==> config.mk <==
export PLATFORM = sky130hd
export DESIGN_NAME = bezier_blade_outline_generator
export DESIGN_NICKNAME = d
export VERILOG_FILES = /design/src/rtl/core/bbog_pkg.sv /design/src/rtl/core/bbog_cfg.sv /design/src/rtl/core/bbog_div.sv /design/src/rtl/core/bbog_ctrl.sv /design/src/rtl/core/bbog_dp.sv /design/src/rtl/core/bezier_blade_outline_generator.sv
export SDC_FILE = /design/constraint.sdc
export NUM_CORES = 2
export LEC_CHECK = 0
export ABC_AREA = 0
export ABC_CLOCK_PERIOD_IN_PS = 12880
export BUFFER_PORTS_ARGS = -buffer_cell sky130_fd_sc_hd__buf_2
export CAP_MARGIN = 5
export CORE_ASPECT_RATIO = 2
export CORE_MARGIN = 1.5
export CORE_UTILIZATION = 65
export CTS_CLUSTER_SIZE = 12
export DETAILED_ROUTE_END_ITERATION = 7
export PLACE_DENSITY = 0.85
export SYNTH_ARGS = -nofsm -noshare
export SYNTH_HDL_FRONTEND = slang
export SYNTH_HIERARCHICAL = 1
export SYNTH_SLANG_ARGS = --single-unit
==> constraint.sdc <==
create_clock -name clk -period 12.88 [get_ports clk]
set_input_delay 1.288 -clock clk [delete_from_list [all_inputs] [get_ports clk]]
set_output_delay 1.288 -clock clk [all_outputs]
set_load 0.01 [all_outputs]
==> src/rtl/core/bbog_pkg.sv <==
`timescale 1ns / 1ps
`default_nettype none

package bbog_pkg;

  localparam int SEG_W        = 5;
  localparam int CTRL_W       = 10;
  localparam int COORD_W      = 10;
  localparam int ANG_W        = 9;
  localparam int VTX_W        = 12;
  localparam int IDX_W        = 6;
  localparam int TRIG_W       = 17;
  localparam int TRIG_FRAC    = 15;
  localparam int MAX_SEGMENTS = 31;
  localparam int ANGLE_STEPS  = 360;
  localparam int QUARTER      = ANGLE_STEPS / 4;
  localparam int REG_IDX_W    = 3;

  localparam logic [REG_IDX_W-1:0] REG_CTRL1_X = 3'd0;
  localparam logic [REG_IDX_W-1:0] REG_CTRL1_Y = 3'd1;
  localparam logic [REG_IDX_W-1:0] REG_CTRL2_X = 3'd2;
  localparam logic [REG_IDX_W-1:0] REG_CTRL2_Y = 3'd3;
  localparam logic [REG_IDX_W-1:0] REG_TIP_X   = 3'd4;
  localparam logic [REG_IDX_W-1:0] REG_SEG_CNT = 3'd5;

  localparam logic [CTRL_W-1:0] RST_CTRL1_X = 10'd40;
  localparam logic [CTRL_W-1:0] RST_CTRL1_Y = 10'd60;
  localparam logic [CTRL_W-1:0] RST_CTRL2_X = 10'd160;
  localparam logic [CTRL_W-1:0] RST_CTRL2_Y = 10'd90;
  localparam logic [CTRL_W-1:0] RST_TIP_X   = 10'd220;
  localparam logic [SEG_W-1:0]  RST_SEG_CNT = 5'd20;

  // quarter-wave sine, Q1.15, one entry per degree
  localparam logic [TRIG_W-1:0] QSIN [0:90] = '{
    17'd0,     17'd572,   17'd1144,  17'd1715,  17'd2286,  17'd2856,  17'd3425,
    17'd3993,  17'd4560,  17'd5126,  17'd5690,  17'd6252,  17'd6813,  17'd7371,
    17'd7927,  17'd8481,  17'd9032,  17'd9580,  17'd10126, 17'd10668, 17'd11207,
    17'd11743, 17'd12275, 17'd12803, 17'd13328, 17'd13848, 17'd14365, 17'd14876,
    17'd15384, 17'd15886, 17'd16384, 17'd16877, 17'd17364, 17'd17847, 17'd18324,
    17'd18795, 17'd19261, 17'd19720, 17'd20174, 17'd20622, 17'd21063, 17'd21498,
    17'd21926, 17'd22348, 17'd22763, 17'd23170, 17'd23571, 17'd23965, 17'd24351,
    17'd24730, 17'd25102, 17'd25466, 17'd25822, 17'd26170, 17'd26510, 17'd26842,
    17'd27166, 17'd27482, 17'd27789, 17'd28088, 17'd28378, 17'd28660, 17'd28932,
    17'd29197, 17'd29452, 17'd29698, 17'd29935, 17'd30163, 17'd30382, 17'd30592,
    17'd30792, 17'd30983, 17'd31164, 17'd31336, 17'd31499, 17'd31651, 17'd31795,
    17'd31928, 17'd32052, 17'd32166, 17'd32270, 17'd32365, 17'd32449, 17'd32524,
    17'd32588, 17'd32643, 17'd32688, 17'd32723, 17'd32748, 17'd32763, 17'd32768
  };

  typedef enum logic [4:0] {
    ST_UU   = 5'd0,
    ST_TT   = 5'd1,
    ST_U2U  = 5'd2,
    ST_T2T  = 5'd3,
    ST_U2T  = 5'd4,
    ST_T2U  = 5'd5,
    ST_W1X  = 5'd6,
    ST_W1Y  = 5'd7,
    ST_W2X  = 5'd8,
    ST_W2Y  = 5'd9,
    ST_TIP  = 5'd10,
    ST_YS   = 5'd11,
    ST_XC   = 5'd12,
    ST_XS   = 5'd13,
    ST_YC   = 5'd14,
    ST_RY   = 5'd15,
    ST_EMIT = 5'd16
  } step_t;

  typedef struct packed {
    logic signed [CTRL_W-1:0] c1x;
    logic signed [CTRL_W-1:0] c1y;
    logic signed [CTRL_W-1:0] c2x;
    logic signed [CTRL_W-1:0] c2y;
    logic signed [CTRL_W-1:0] tip;
    logic [SEG_W-1:0]         seg;
  } cfg_t;

  typedef struct packed {
    logic  load;
    logic  run;
    step_t step;
  } cmd_t;

  typedef struct packed {
    logic div_done;
    logic item_last;
  } sts_t;

  function automatic logic [ANG_W-1:0] wrap_angle(input logic [ANG_W:0] a);
    logic [ANG_W:0] w;
    w = (a >= (ANG_W+1)'(ANGLE_STEPS)) ? a - (ANG_W+1)'(ANGLE_STEPS) : a;
    return w[ANG_W-1:0];
  endfunction

  // a must already be below ANGLE_STEPS
  function automatic logic signed [TRIG_W-1:0] sin_deg(input logic [ANG_W-1:0] a);
    logic [6:0] idx;
    logic       neg;
    if (a < ANG_W'(QUARTER)) begin
      idx = a[6:0];
      neg = 1'b0;
    end else if (a < ANG_W'(2 * QUARTER)) begin
      idx = 7'(ANG_W'(2 * QUARTER) - a);
      neg = 1'b0;
    end else if (a < ANG_W'(3 * QUARTER)) begin
      idx = 7'(a - ANG_W'(2 * QUARTER));
      neg = 1'b1;
    end else begin
      idx = 7'(ANG_W'(ANGLE_STEPS) - a);
      neg = 1'b1;
    end
    return neg ? -$signed(QSIN[idx]) : $signed(QSIN[idx]);
  endfunction

endpackage

`default_nettype wire

==> src/rtl/core/bbog_cfg.sv <==
`timescale 1ns / 1ps
`default_nettype none

module bbog_cfg (
  input  wire logic                           clk,
  input  wire logic                           rst_n,
  input  wire logic                           wr_en,
  input  wire logic [bbog_pkg::REG_IDX_W-1:0] wr_idx,
  input  wire logic [bbog_pkg::CTRL_W-1:0]    wr_data,
  output bbog_pkg::cfg_t                      cfg
);

  bbog_pkg::cfg_t cfg_r;

  always_ff @(posedge clk) begin
    if (!rst_n) begin
      cfg_r.c1x <= bbog_pkg::RST_CTRL1_X;
      cfg_r.c1y <= bbog_pkg::RST_CTRL1_Y;
      cfg_r.c2x <= bbog_pkg::RST_CTRL2_X;
      cfg_r.c2y <= bbog_pkg::RST_CTRL2_Y;
      cfg_r.tip <= bbog_pkg::RST_TIP_X;
      cfg_r.seg <= bbog_pkg::RST_SEG_CNT;
    end else if (wr_en) begin
      case (wr_idx)
        bbog_pkg::REG_CTRL1_X: cfg_r.c1x <= wr_data;
        bbog_pkg::REG_CTRL1_Y: cfg_r.c1y <= wr_data;
        bbog_pkg::REG_CTRL2_X: cfg_r.c2x <= wr_data;
        bbog_pkg::REG_CTRL2_Y: cfg_r.c2y <= wr_data;
        bbog_pkg::REG_TIP_X:   cfg_r.tip <= wr_data;
        bbog_pkg::REG_SEG_CNT: cfg_r.seg <= wr_data[bbog_pkg::SEG_W-1:0];
        default: ;
      endcase
    end
  end

  assign cfg = cfg_r;

endmodule

`default_nettype wire

==> src/rtl/core/bbog_div.sv <==
`timescale 1ns / 1ps
`default_nettype none

// restoring divide of 2^FRAC_BITS by den, one quotient bit per cycle
module bbog_div #(
  parameter int FRAC_BITS = 16
) (
  input  wire logic                       clk,
  input  wire logic                       rst_n,
  input  wire logic                       start,
  input  wire logic [bbog_pkg::SEG_W-1:0] den,
  output logic                            done,
  output logic [FRAC_BITS:0]              quo,
  output logic [bbog_pkg::SEG_W-1:0]      rem
);

  localparam int WW = FRAC_BITS + 1;
  localparam int CW = $clog2(FRAC_BITS + 2);
  localparam int SW = bbog_pkg::SEG_W;

  logic [CW-1:0] cnt_r;
  logic          act_r;
  logic          done_r;
  logic [WW-1:0] quo_r;
  logic [SW-1:0] part_r;
  logic [SW-1:0] den_r;

  logic [SW:0] sh;
  logic        ge;

  assign sh = {part_r, (cnt_r == CW'(WW))};
  assign ge = sh >= {1'b0, den_r};

  always_ff @(posedge clk) begin
    if (!rst_n) begin
      act_r  <= 1'b0;
      done_r <= 1'b0;
      cnt_r  <= '0;
    end else if (start) begin
      act_r  <= 1'b1;
      done_r <= 1'b0;
      cnt_r  <= CW'(WW);
    end else if (act_r) begin
      cnt_r  <= cnt_r - CW'(1);
      act_r  <= (cnt_r != CW'(1));
      done_r <= (cnt_r == CW'(1));
    end else begin
      done_r <= 1'b0;
    end
  end

  always_ff @(posedge clk) begin
    if (start) begin
      part_r <= '0;
      quo_r  <= '0;
      den_r  <= den;
    end else if (act_r) begin
      part_r <= ge ? SW'(sh - {1'b0, den_r}) : sh[SW-1:0];
      quo_r  <= {quo_r[WW-2:0], ge};
    end
  end

  assign done = done_r;
  assign quo  = quo_r;
  assign rem  = part_r;

endmodule

`default_nettype wire

==> src/rtl/core/bbog_ctrl.sv <==
`timescale 1ns / 1ps
`default_nettype none

module bbog_ctrl (
  input  wire logic           clk,
  input  wire logic           rst_n,
  input  wire logic           start,
  input  bbog_pkg::sts_t      sts,
  output logic                busy,
  output bbog_pkg::cmd_t      cmd
);

  typedef enum logic [2:0] {
    S_IDLE = 3'b001,
    S_DIV  = 3'b010,
    S_RUN  = 3'b100
  } state_t;

  state_t          state_r, state_nxt;
  bbog_pkg::step_t step_r, step_nxt;

  always_comb begin
    state_nxt = state_r;
    step_nxt  = step_r;
    case (state_r)
      S_IDLE: begin
        if (start) begin
          state_nxt = S_DIV;
        end
      end
      S_DIV: begin
        if (sts.div_done) begin
          state_nxt = S_RUN;
          step_nxt  = bbog_pkg::ST_UU;
        end
      end
      S_RUN: begin
        if (step_r == bbog_pkg::ST_EMIT) begin
          step_nxt = bbog_pkg::ST_UU;
          if (sts.item_last) begin
            state_nxt = S_IDLE;
          end
        end else begin
          step_nxt = bbog_pkg::step_t'(step_r + 5'd1);
        end
      end
      default: state_nxt = S_IDLE;
    endcase
  end

  always_ff @(posedge clk) begin
    if (!rst_n) begin
      state_r <= S_IDLE;
      step_r  <= bbog_pkg::ST_UU;
    end else begin
      state_r <= state_nxt;
      step_r  <= step_nxt;
    end
  end

  assign busy     = (state_r != S_IDLE);
  assign cmd.load = start && (state_r == S_IDLE);
  assign cmd.run  = (state_r == S_RUN);
  assign cmd.step = step_r;

endmodule

`default_nettype wire

==> src/rtl/core/bbog_dp.sv <==
`timescale 1ns / 1ps
`default_nettype none

module bbog_dp #(
  parameter int FRAC_BITS = 16
) (
  input  wire logic                           clk,
  input  wire logic                           rst_n,
  input  bbog_pkg::cmd_t                      cmd,
  input  bbog_pkg::cfg_t                      cfg,
  input  wire logic [bbog_pkg::COORD_W-1:0]   center_x,
  input  wire logic [bbog_pkg::COORD_W-1:0]   center_y,
  input  wire logic [bbog_pkg::ANG_W-1:0]     angle_deg,
  output bbog_pkg::sts_t                      sts,
  output logic                                vld,
  output logic signed [bbog_pkg::VTX_W-1:0]   vertex_x,
  output logic signed [bbog_pkg::VTX_W-1:0]   vertex_y,
  output logic [bbog_pkg::IDX_W-1:0]          vertex_index,
  output logic                                last
);

  localparam int F   = FRAC_BITS;
  localparam int WW  = F + 1;
  localparam int AW  = F + 11;
  localparam int BW  = (F + 2 > bbog_pkg::TRIG_W) ? F + 2 : bbog_pkg::TRIG_W;
  localparam int PW  = AW + BW;
  localparam int SH  = F + bbog_pkg::TRIG_FRAC;
  localparam int SW  = bbog_pkg::SEG_W;
  localparam int CW  = bbog_pkg::CTRL_W;
  localparam int VW  = bbog_pkg::VTX_W;

  // item context
  logic [bbog_pkg::COORD_W-1:0]      cx_r, cy_r;
  logic signed [bbog_pkg::TRIG_W-1:0] s_r, c_r;
  logic [SW-1:0]                      n_r, k_r, acc_r;
  logic                               curve_r;
  logic [bbog_pkg::IDX_W-1:0]         idx_r;
  logic [WW-1:0]                      t_r;

  // per-point values
  logic [WW-1:0]        u2_r, t2_r, u3_r, t3_r, w1_r, w2_r;
  logic signed [AW-1:0] x_r, y_r;
  logic signed [PW-1:0] p_r, rx_r, ry_r;

  logic                 vld_r, last_r;
  logic [VW-1:0]        vx_r, vy_r;
  logic [bbog_pkg::IDX_W-1:0] vidx_r;

  // clamped segment count
  logic [SW-1:0] n_clamp;
  assign n_clamp = (cfg.seg == '0) ? SW'(1) :
                   (cfg.seg > SW'(bbog_pkg::MAX_SEGMENTS)) ? SW'(bbog_pkg::MAX_SEGMENTS) :
                   cfg.seg;

  logic [bbog_pkg::ANG_W-1:0] ang_s, ang_c;
  assign ang_s = bbog_pkg::wrap_angle({1'b0, angle_deg});
  assign ang_c = bbog_pkg::wrap_angle({1'b0, ang_s} + (bbog_pkg::ANG_W+1)'(bbog_pkg::QUARTER));

  logic          div_done;
  logic [WW-1:0] dq;
  logic [SW-1:0] dr;

  bbog_div #(.FRAC_BITS(FRAC_BITS)) u_div (
    .clk   (clk),
    .rst_n (rst_n),
    .start (cmd.load),
    .den   (n_clamp),
    .done  (div_done),
    .quo   (dq),
    .rem   (dr)
  );

  // weights and operands
  logic [WW-1:0] u;
  assign u = {1'b1, {F{1'b0}}} - t_r;

  logic signed [AW-1:0] u_a, t_a, u2_a, t2_a, w1_a, w2_a, tw_a;
  logic signed [BW-1:0] u_b, t_b, cxa_b, cya_b, cxb_b, cyb_b, tip_b, s_b, c_b;

  assign u_a  = {{(AW-WW){1'b0}}, u};
  assign t_a  = {{(AW-WW){1'b0}}, t_r};
  assign u2_a = {{(AW-WW){1'b0}}, u2_r};
  assign t2_a = {{(AW-WW){1'b0}}, t2_r};
  assign w1_a = {{(AW-WW){1'b0}}, w1_r};
  assign w2_a = {{(AW-WW){1'b0}}, w2_r};
  assign tw_a = {{(AW-WW){1'b0}}, (curve_r ? u3_r : t3_r)};

  assign u_b   = {{(BW-WW){1'b0}}, u};
  assign t_b   = {{(BW-WW){1'b0}}, t_r};
  assign cxa_b = curve_r ? {{(BW-CW){cfg.c2x[CW-1]}}, cfg.c2x}
                         : {{(BW-CW){cfg.c1x[CW-1]}}, cfg.c1x};
  assign cya_b = curve_r ? {{(BW-CW){cfg.c2y[CW-1]}}, cfg.c2y}
                         : {{(BW-CW){cfg.c1y[CW-1]}}, cfg.c1y};
  assign cxb_b = curve_r ? {{(BW-CW){cfg.c1x[CW-1]}}, cfg.c1x}
                         : {{(BW-CW){cfg.c2x[CW-1]}}, cfg.c2x};
  assign cyb_b = curve_r ? {{(BW-CW){cfg.c1y[CW-1]}}, cfg.c1y}
                         : {{(BW-CW){cfg.c2y[CW-1]}}, cfg.c2y};
  assign tip_b = {{(BW-CW){cfg.tip[CW-1]}}, cfg.tip};
  assign s_b   = {{(BW-bbog_pkg::TRIG_W){s_r[bbog_pkg::TRIG_W-1]}}, s_r};
  assign c_b   = {{(BW-bbog_pkg::TRIG_W){c_r[bbog_pkg::TRIG_W-1]}}, c_r};

  logic signed [AW-1:0] op_a;
  logic signed [BW-1:0] op_b;

  always_comb begin
    op_a = '0;
    op_b = '0;
    case (cmd.step)
      bbog_pkg::ST_UU:  begin op_a = u_a;  op_b = u_b;   end
      bbog_pkg::ST_TT:  begin op_a = t_a;  op_b = t_b;   end
      bbog_pkg::ST_U2U: begin op_a = u2_a; op_b = u_b;   end
      bbog_pkg::ST_T2T: begin op_a = t2_a; op_b = t_b;   end
      bbog_pkg::ST_U2T: begin op_a = u2_a; op_b = t_b;   end
      bbog_pkg::ST_T2U: begin op_a = t2_a; op_b = u_b;   end
      bbog_pkg::ST_W1X: begin op_a = w1_a; op_b = cxa_b; end
      bbog_pkg::ST_W1Y: begin op_a = w1_a; op_b = cya_b; end
      bbog_pkg::ST_W2X: begin op_a = w2_a; op_b = cxb_b; end
      bbog_pkg::ST_W2Y: begin op_a = w2_a; op_b = cyb_b; end
      bbog_pkg::ST_TIP: begin op_a = tw_a; op_b = tip_b; end
      bbog_pkg::ST_YS:  begin op_a = y_r;  op_b = s_b;   end
      bbog_pkg::ST_XC:  begin op_a = x_r;  op_b = c_b;   end
      bbog_pkg::ST_XS:  begin op_a = x_r;  op_b = s_b;   end
      bbog_pkg::ST_YC:  begin op_a = y_r;  op_b = c_b;   end
      default: ;
    endcase
  end

  // product of the previous step, taken apart here
  logic [WW-1:0]        p_sh;
  logic [2*F+2:0]       p3;
  logic signed [AW-1:0] p_lo;

  assign p_sh = p_r[F+WW-1:F];
  assign p3   = {1'b0, p_r[2*F+1:0]} + {p_r[2*F+1:0], 1'b0};
  assign p_lo = p_r[AW-1:0];

  // truncation toward zero
  logic signed [PW-1:0] rx_adj, ry_adj;
  assign rx_adj = rx_r + {{(PW-SH){1'b0}}, {SH{rx_r[PW-1]}}};
  assign ry_adj = ry_r + {{(PW-SH){1'b0}}, {SH{ry_r[PW-1]}}};

  // next t = t + 2^F/n with exact remainder carry
  logic [SW:0]   rsum;
  logic          carry;
  assign rsum  = {1'b0, acc_r} + {1'b0, dr};
  assign carry = rsum >= {1'b0, n_r};

  logic pt_end;
  assign pt_end = (k_r == n_r);

  always_ff @(posedge clk) begin
    if (cmd.load) begin
      cx_r    <= center_x;
      cy_r    <= center_y;
      s_r     <= bbog_pkg::sin_deg(ang_s);
      c_r     <= bbog_pkg::sin_deg(ang_c);
      n_r     <= n_clamp;
      k_r     <= '0;
      acc_r   <= '0;
      t_r     <= '0;
      curve_r <= 1'b0;
      idx_r   <= '0;
    end else if (cmd.run) begin
      p_r <= op_a * op_b;
      case (cmd.step)
        bbog_pkg::ST_TT:   u2_r <= p_sh;
        bbog_pkg::ST_U2U:  t2_r <= p_sh;
        bbog_pkg::ST_T2T:  u3_r <= p_sh;
        bbog_pkg::ST_U2T:  t3_r <= p_sh;
        bbog_pkg::ST_T2U:  w1_r <= p3[F+WW-1:F];
        bbog_pkg::ST_W1X:  w2_r <= p3[F+WW-1:F];
        bbog_pkg::ST_W1Y:  x_r  <= p_lo;
        bbog_pkg::ST_W2X:  y_r  <= curve_r ? -p_lo : p_lo;
        bbog_pkg::ST_W2Y:  x_r  <= x_r + p_lo;
        bbog_pkg::ST_TIP:  y_r  <= curve_r ? y_r - p_lo : y_r + p_lo;
        bbog_pkg::ST_YS:   x_r  <= x_r + p_lo;
        bbog_pkg::ST_XC:   rx_r <= -p_r;
        bbog_pkg::ST_XS:   rx_r <= rx_r + p_r;
        bbog_pkg::ST_YC:   ry_r <= p_r;
        bbog_pkg::ST_RY:   ry_r <= ry_r + p_r;
        bbog_pkg::ST_EMIT: begin
          vx_r   <= {2'b00, cx_r} + rx_adj[SH+VW-1:SH];
          vy_r   <= {2'b00, cy_r} - ry_adj[SH+VW-1:SH];
          vidx_r <= idx_r;
          last_r <= curve_r && pt_end;
          idx_r  <= idx_r + 1'b1;
          if (pt_end) begin
            curve_r <= 1'b1;
            k_r     <= '0;
            acc_r   <= '0;
            t_r     <= '0;
          end else begin
            k_r   <= k_r + 1'b1;
            acc_r <= carry ? SW'(rsum - {1'b0, n_r}) : rsum[SW-1:0];
            t_r   <= t_r + dq + WW'(carry);
          end
        end
        default: ;
      endcase
    end
  end

  always_ff @(posedge clk) begin
    if (!rst_n) begin
      vld_r <= 1'b0;
    end else begin
      vld_r <= cmd.run && (cmd.step == bbog_pkg::ST_EMIT);
    end
  end

  assign sts.div_done  = div_done;
  assign sts.item_last = curve_r && pt_end;

  assign vld          = vld_r;
  assign vertex_x     = vx_r;
  assign vertex_y     = vy_r;
  assign vertex_index = vidx_r;
  assign last         = last_r;

endmodule

`default_nettype wire

==> src/rtl/core/bezier_blade_outline_generator.sv <==
`timescale 1ns / 1ps
`default_nettype none

// Blade outline generator: cubic Bezier outline of one blade, rotated and placed.
// Input: pulse start with center and angle while busy is low; the item is taken
// at that edge and busy stays high until the last vertex has been issued.
// Output: one vertex per out_valid pulse (one cycle each), in order, out_last on
// the final one. The receiver cannot stall, so vertices are never held back.
// Config: cfg_valid/cfg_index/cfg_data, always ready; write only while idle.
// Sequence: a serial divide of 2^FRAC_BITS by the segment count runs first,
// then each vertex is worked out in steps on one shared multiplier
// (weights, curve point, rotation). One item is in work at a time.
// Reset: synchronous, active low; registers return to their default
// blade shape (40,60 / 160,90 / tip 220, 20 segments) and the block goes idle.
module bezier_blade_outline_generator #(
  parameter int FRAC_BITS = 16
) (
  input  wire logic                              clk,
  input  wire logic                              rst_n,
  input  wire logic                              start,
  output logic                                   busy,
  input  wire logic [bbog_pkg::COORD_W-1:0]      in_center_x,
  input  wire logic [bbog_pkg::COORD_W-1:0]      in_center_y,
  input  wire logic [bbog_pkg::ANG_W-1:0]        in_angle_deg,
  output logic                                   out_valid,
  output logic signed [bbog_pkg::VTX_W-1:0]      out_vertex_x,
  output logic signed [bbog_pkg::VTX_W-1:0]      out_vertex_y,
  output logic [bbog_pkg::IDX_W-1:0]             out_vertex_index,
  output logic                                   out_last,
  input  wire logic                              cfg_valid,
  output logic                                   cfg_ready,
  input  wire logic [bbog_pkg::REG_IDX_W-1:0]    cfg_index,
  input  wire logic [bbog_pkg::CTRL_W-1:0]       cfg_data
);

  bbog_pkg::cfg_t cfg;
  bbog_pkg::cmd_t cmd;
  bbog_pkg::sts_t sts;

  assign cfg_ready = 1'b1;

  bbog_cfg u_cfg (
    .clk     (clk),
    .rst_n   (rst_n),
    .wr_en   (cfg_valid && cfg_ready),
    .wr_idx  (cfg_index),
    .wr_data (cfg_data),
    .cfg     (cfg)
  );

  bbog_ctrl u_ctrl (
    .clk   (clk),
    .rst_n (rst_n),
    .start (start),
    .sts   (sts),
    .busy  (busy),
    .cmd   (cmd)
  );

  bbog_dp #(.FRAC_BITS(FRAC_BITS)) u_dp (
    .clk          (clk),
    .rst_n        (rst_n),
    .cmd          (cmd),
    .cfg          (cfg),
    .center_x     (in_center_x),
    .center_y     (in_center_y),
    .angle_deg    (in_angle_deg),
    .sts          (sts),
    .vld          (out_valid),
    .vertex_x     (out_vertex_x),
    .vertex_y     (out_vertex_y),
    .vertex_index (out_vertex_index),
    .last         (out_last)
  );

`ifndef SYNTHESIS
  a_vld_from_busy: assert property (@(posedge clk) disable iff (!rst_n)
    out_valid |-> $past(busy))
    else $error("vertex issued while idle");

  a_last_ends_item: assert property (@(posedge clk) disable iff (!rst_n)
    (out_valid && out_last) |-> !busy)
    else $error("still busy after last vertex");

  a_mid_keeps_busy: assert property (@(posedge clk) disable iff (!rst_n)
    (out_valid && !out_last) |-> busy)
    else $error("went idle before last vertex");

  a_vld_spacing: assert property (@(posedge clk) disable iff (!rst_n)
    out_valid |=> !out_valid)
    else $error("vertices back to back");
`endif

endmodule

`default_nettype wire

==> results.sh <==
export IMPL_slew_viol_final=11
export IMPL_cpMostUsedCell="fa_1"
export IMPL_path_max_fanout=20
export IMPL_routed_via_density=6.55
export IMPL_grt_max_degree=87
export IMPL_cts_resized=0
export IMPL_port_buffers=78
export IMPL_peakVddDrop_v=0.0000797
export IMPL_multi_input_area_um2=38300
export IMPL_areaGrowthSynthToFinish_pct=5.76
export IMPL_synth_ff_type="edfxtp_1"
export IMPL_violations="capacitance limit, slew limit"
export IMPL_core_um2=85800
export IMPL_routabilityCongestion=1.03
export IMPL_clockBufferDepth=3
export IMPL_clock_latency_ps=650
export IMPL_dp_hpwl_um=140000
export IMPL_cpPeakStageDelay_ps=910
export IMPL_hold_buffers=0
export IMPL_finalHoldViolations=0
export IMPL_ios=80
export IMPL_vias=49000
export IMPL_grt_ovfl_total=0
export IMPL_fin_skew_ps=72.6
export IMPL_syn_num_nets=7316
export IMPL_relSlewSlack_pct=-1.00
export IMPL_synth_edf_count=386
export IMPL_critPathLaunchType="flop"
export IMPL_cts_setup_buffers=0
export IMPL_worstSetupEndpointType="flop"
export IMPL_ys_seq_area_share_pct=25.1
export IMPL_start_util_pct=65.7
export IMPL_fillers=6551
export IMPL_synth_cell_types=115
export IMPL_criticalPathCategory="flop to flop"
export IMPL_hold_class="flop to flop"
export IMPL_crit_family="simple AND/OR/NAND/NOR gates"
export IMPL_worst_path_max_delay_cell="and3_1"
export IMPL_netlist_instances=6322
export IMPL_grt_use_total_pct=41.0
export IMPL_avgRoutedWirePerCell_um=24.1
export IMPL_drc=0
export IMPL_syn_mean_instance_area_um2=8.92
export IMPL_maxCapViolations=1
export IMPL_antenna_found_initial=1
export IMPL_clkTransAtPathRegs_ps=60
export IMPL_setup_viol_count_final=0
export IMPL_ff_latch_area_um2=14100
export IMPL_status="finished with violations"
export IMPL_cts_tree="built"
export IMPL_power_density_nw_per_um2=77.3
export IMPL_initialDrtViolationCount=3981
export IMPL_required_ps=13250
export IMPL_synth_area_um2=56400
export IMPL_grt_pass1_vias=51600
export IMPL_cp_num_buf_inv=3
export IMPL_cts_root_buf="clkbuf_16"
export IMPL_fmax_mhz=88.1
export IMPL_total_leakage_power_uw=0.0259
export IMPL_die_area_um2=88600
export IMPL_worst_pin_slew_ps=1510
export IMPL_ant_nets=0
export IMPL_dieWidth_um=211
export IMPL_rows=152
export IMPL_tns_ps=0
export IMPL_synthArstFlopShare_pct=0
export IMPL_cts_buffers=50
export IMPL_utilization_pct=69.5
export IMPL_dr_pass1_iters=6
export IMPL_grt_pass1_wl_um=278000
export IMPL_drt_wl_total_um=180000
export IMPL_clock_sinks=513
export IMPL_finalCriticalPeriod_ps=11340
export IMPL_final_net_count=7277
export IMPL_rsz0062_at_grt="false"
export IMPL_arrival_ps=11710
export IMPL_period_share_pct=88.1
export IMPL_drive_above_1_share_pct=6.24
export IMPL_ys_seq_elements=513
export IMPL_ys_warn_count=6
export IMPL_die_h_um=419
export IMPL_h_tree_depth=2
## layer usage
| layer | vias up | global-route usage, % | part of all wire, % |
|---|---|---|---|
| met5 | - | 0 | 0 |
| met4 | 0 | 43.7 | 13 |
| met3 | 1214 | 7.73 | 7.3 |
| met2 | 2725 | 72.1 | 50 |
| met1 | 23500 | 38.0 | 30 |
| li1 | 21500 | - | - |
## per-stage QoR
step           cell area, um2  setup slack, ps  hold slack [ps]  std cells  power, uW
4_1_cts                 59600             1780              462       7471       4560
6_report                59600             1540              465       7472       4610
2_1_floorplan           56400             2670              428       6322       2810
3_3_place_gp            58100             1930              436       7386       3160
5_1_grt                 59600             1210              479       7472       4760
3_5_place_dp            58100             1840              447       7386       3170
## cells in the final DEF (no fill, tap or decap), drive strengths merged, types with 86 or more instances in the layout
master	count
o21ai	305
xnor2	254
a21oi	335
a21o	86
ha	464
nand2	694
dfxtp	127
nand3	105
nor2b	96
buf	202
nor3	122
mux2i	131
fa	484
edfxtp	386
inv	765
xor2	126
nor2	560
## flip-flops by register name (all words and copies together), names as in the netlist, 10 cells and up
name	count
u_dp/c_r	17
u_dp/t3_r	17
u_dp/u2_r	17
u_dp/vertex_y	12
u_dp/cx_r	10
u_dp/cy_r	10
u_dp/u3_r	17
u_dp/y_r	27
u_dp/vertex_x	12
u_dp/t_r	17
u_dp/ry_r	45
u_dp/p_r	45
u_dp/u_div/quo	17
u_dp/s_r	17
u_dp/t2_r	17
u_cfg/cfg	55
u_dp/x_r	27
u_dp/rx_r	45
u_dp/w2_r	17
u_dp/w1_r	17
## cells in the mapped netlist (all sizes together) (13+ instances only)
cell type / count / area share [%]
a31oi: 47 / 0.52
a311oi: 18 / 0.29
a211oi: 52 / 0.70
fa: 484 / 17
o31ai: 47 / 0.66
nor3: 122 / 1.1
dfxtp: 127 / 4.5
nor4: 21 / 0.27
a211o: 22 / 0.34
a22oi: 55 / 0.73
ha: 464 / 10
mux2i: 131 / 2.3
clkbuf: 223 / 1.5
a21oi: 335 / 3.0
edfxtp: 386 / 21
o2111ai: 19 / 0.30
or2: 27 / 0.30
nand2: 694 / 4.6
o22ai: 13 / 0.14
o211ai: 38 / 0.51
xor2: 126 / 2.0
or3: 33 / 0.37
a2111oi: 21 / 0.33
nand4: 27 / 0.30
o21a: 49 / 0.65
and2: 42 / 0.47
a21boi: 31 / 0.41
nor2: 560 / 3.7
o21ai: 305 / 2.7
xnor2: 254 / 4.0
a22o: 19 / 0.30
buf: 70 / 0.66
and3: 52 / 0.59
nand3: 105 / 0.97
a222oi: 14 / 0.25
nor2b: 96 / 1.1
o21bai: 26 / 0.37
a221o: 17 / 0.30
inv: 765 / 5.1
nand3b: 13 / 0.18
a221oi: 33 / 0.52
nand2b: 77 / 0.87
a21o: 86 / 1.1
o221ai: 17 / 0.28
mux2: 19 / 0.39
## area by class of cell
cell class              instances  share of cell area, %
diodes                          1                0.00420
flip-flops and latches        513                   23.7
well taps                    1155                   2.42
repair buffers                202                   2.22
multi-input cells            4746                   64.3
clock inverters                10                  0.212
clock buffers                  75                   2.26
inverters                     770                   4.85
## kinds of logic after synthesis
| logic type | count (synthesis) | synth area share (%) |
|---|---|---|
| other | 1 | 0.00665 |
| adders and majority gates | 949 | 27.5 |
| and+or+nand+nor | 1915 | 15.6 |
| AOI/OAI and AO/OA | 1351 | 15.9 |
| DFF | 513 | 25.1 |
| muxes | 150 | 2.71 |
| buffers and inverters | 1063 | 7.27 |
| xor gates and xnor gates | 380 | 5.95 |
## power breakdown
group | switching [uW] | internal, uW | total (uW)
clock network | 664 | 745 | 1410
logic | 883 | 423 | 1310
registers | 43.4 | 1850 | 1890
## final timing paths
kind | slack [ps] | start | endpoint | depth (start not counted)
hold / removal | 470 | u_dp/idx_r[5]$_SDFFE_PP0P_ | u_dp/vertex_index[5]$_DFFE_PP_ | 0
setup reg to reg | 1540 | u_ctrl/step_r[1]$_SDFFE_PN0P_ | u_dp/p_r[44]$_DFFE_PP_ | 34
setup / recovery | 1540 | u_ctrl/step_r[1]$_SDFFE_PN0P_ | u_dp/p_r[44]$_DFFE_PP_ | 34
hold reg to reg | 470 | u_dp/idx_r[5]$_SDFFE_PP0P_ | u_dp/vertex_index[5]$_DFFE_PP_ | 0
(Power assumes the default switching activity.)
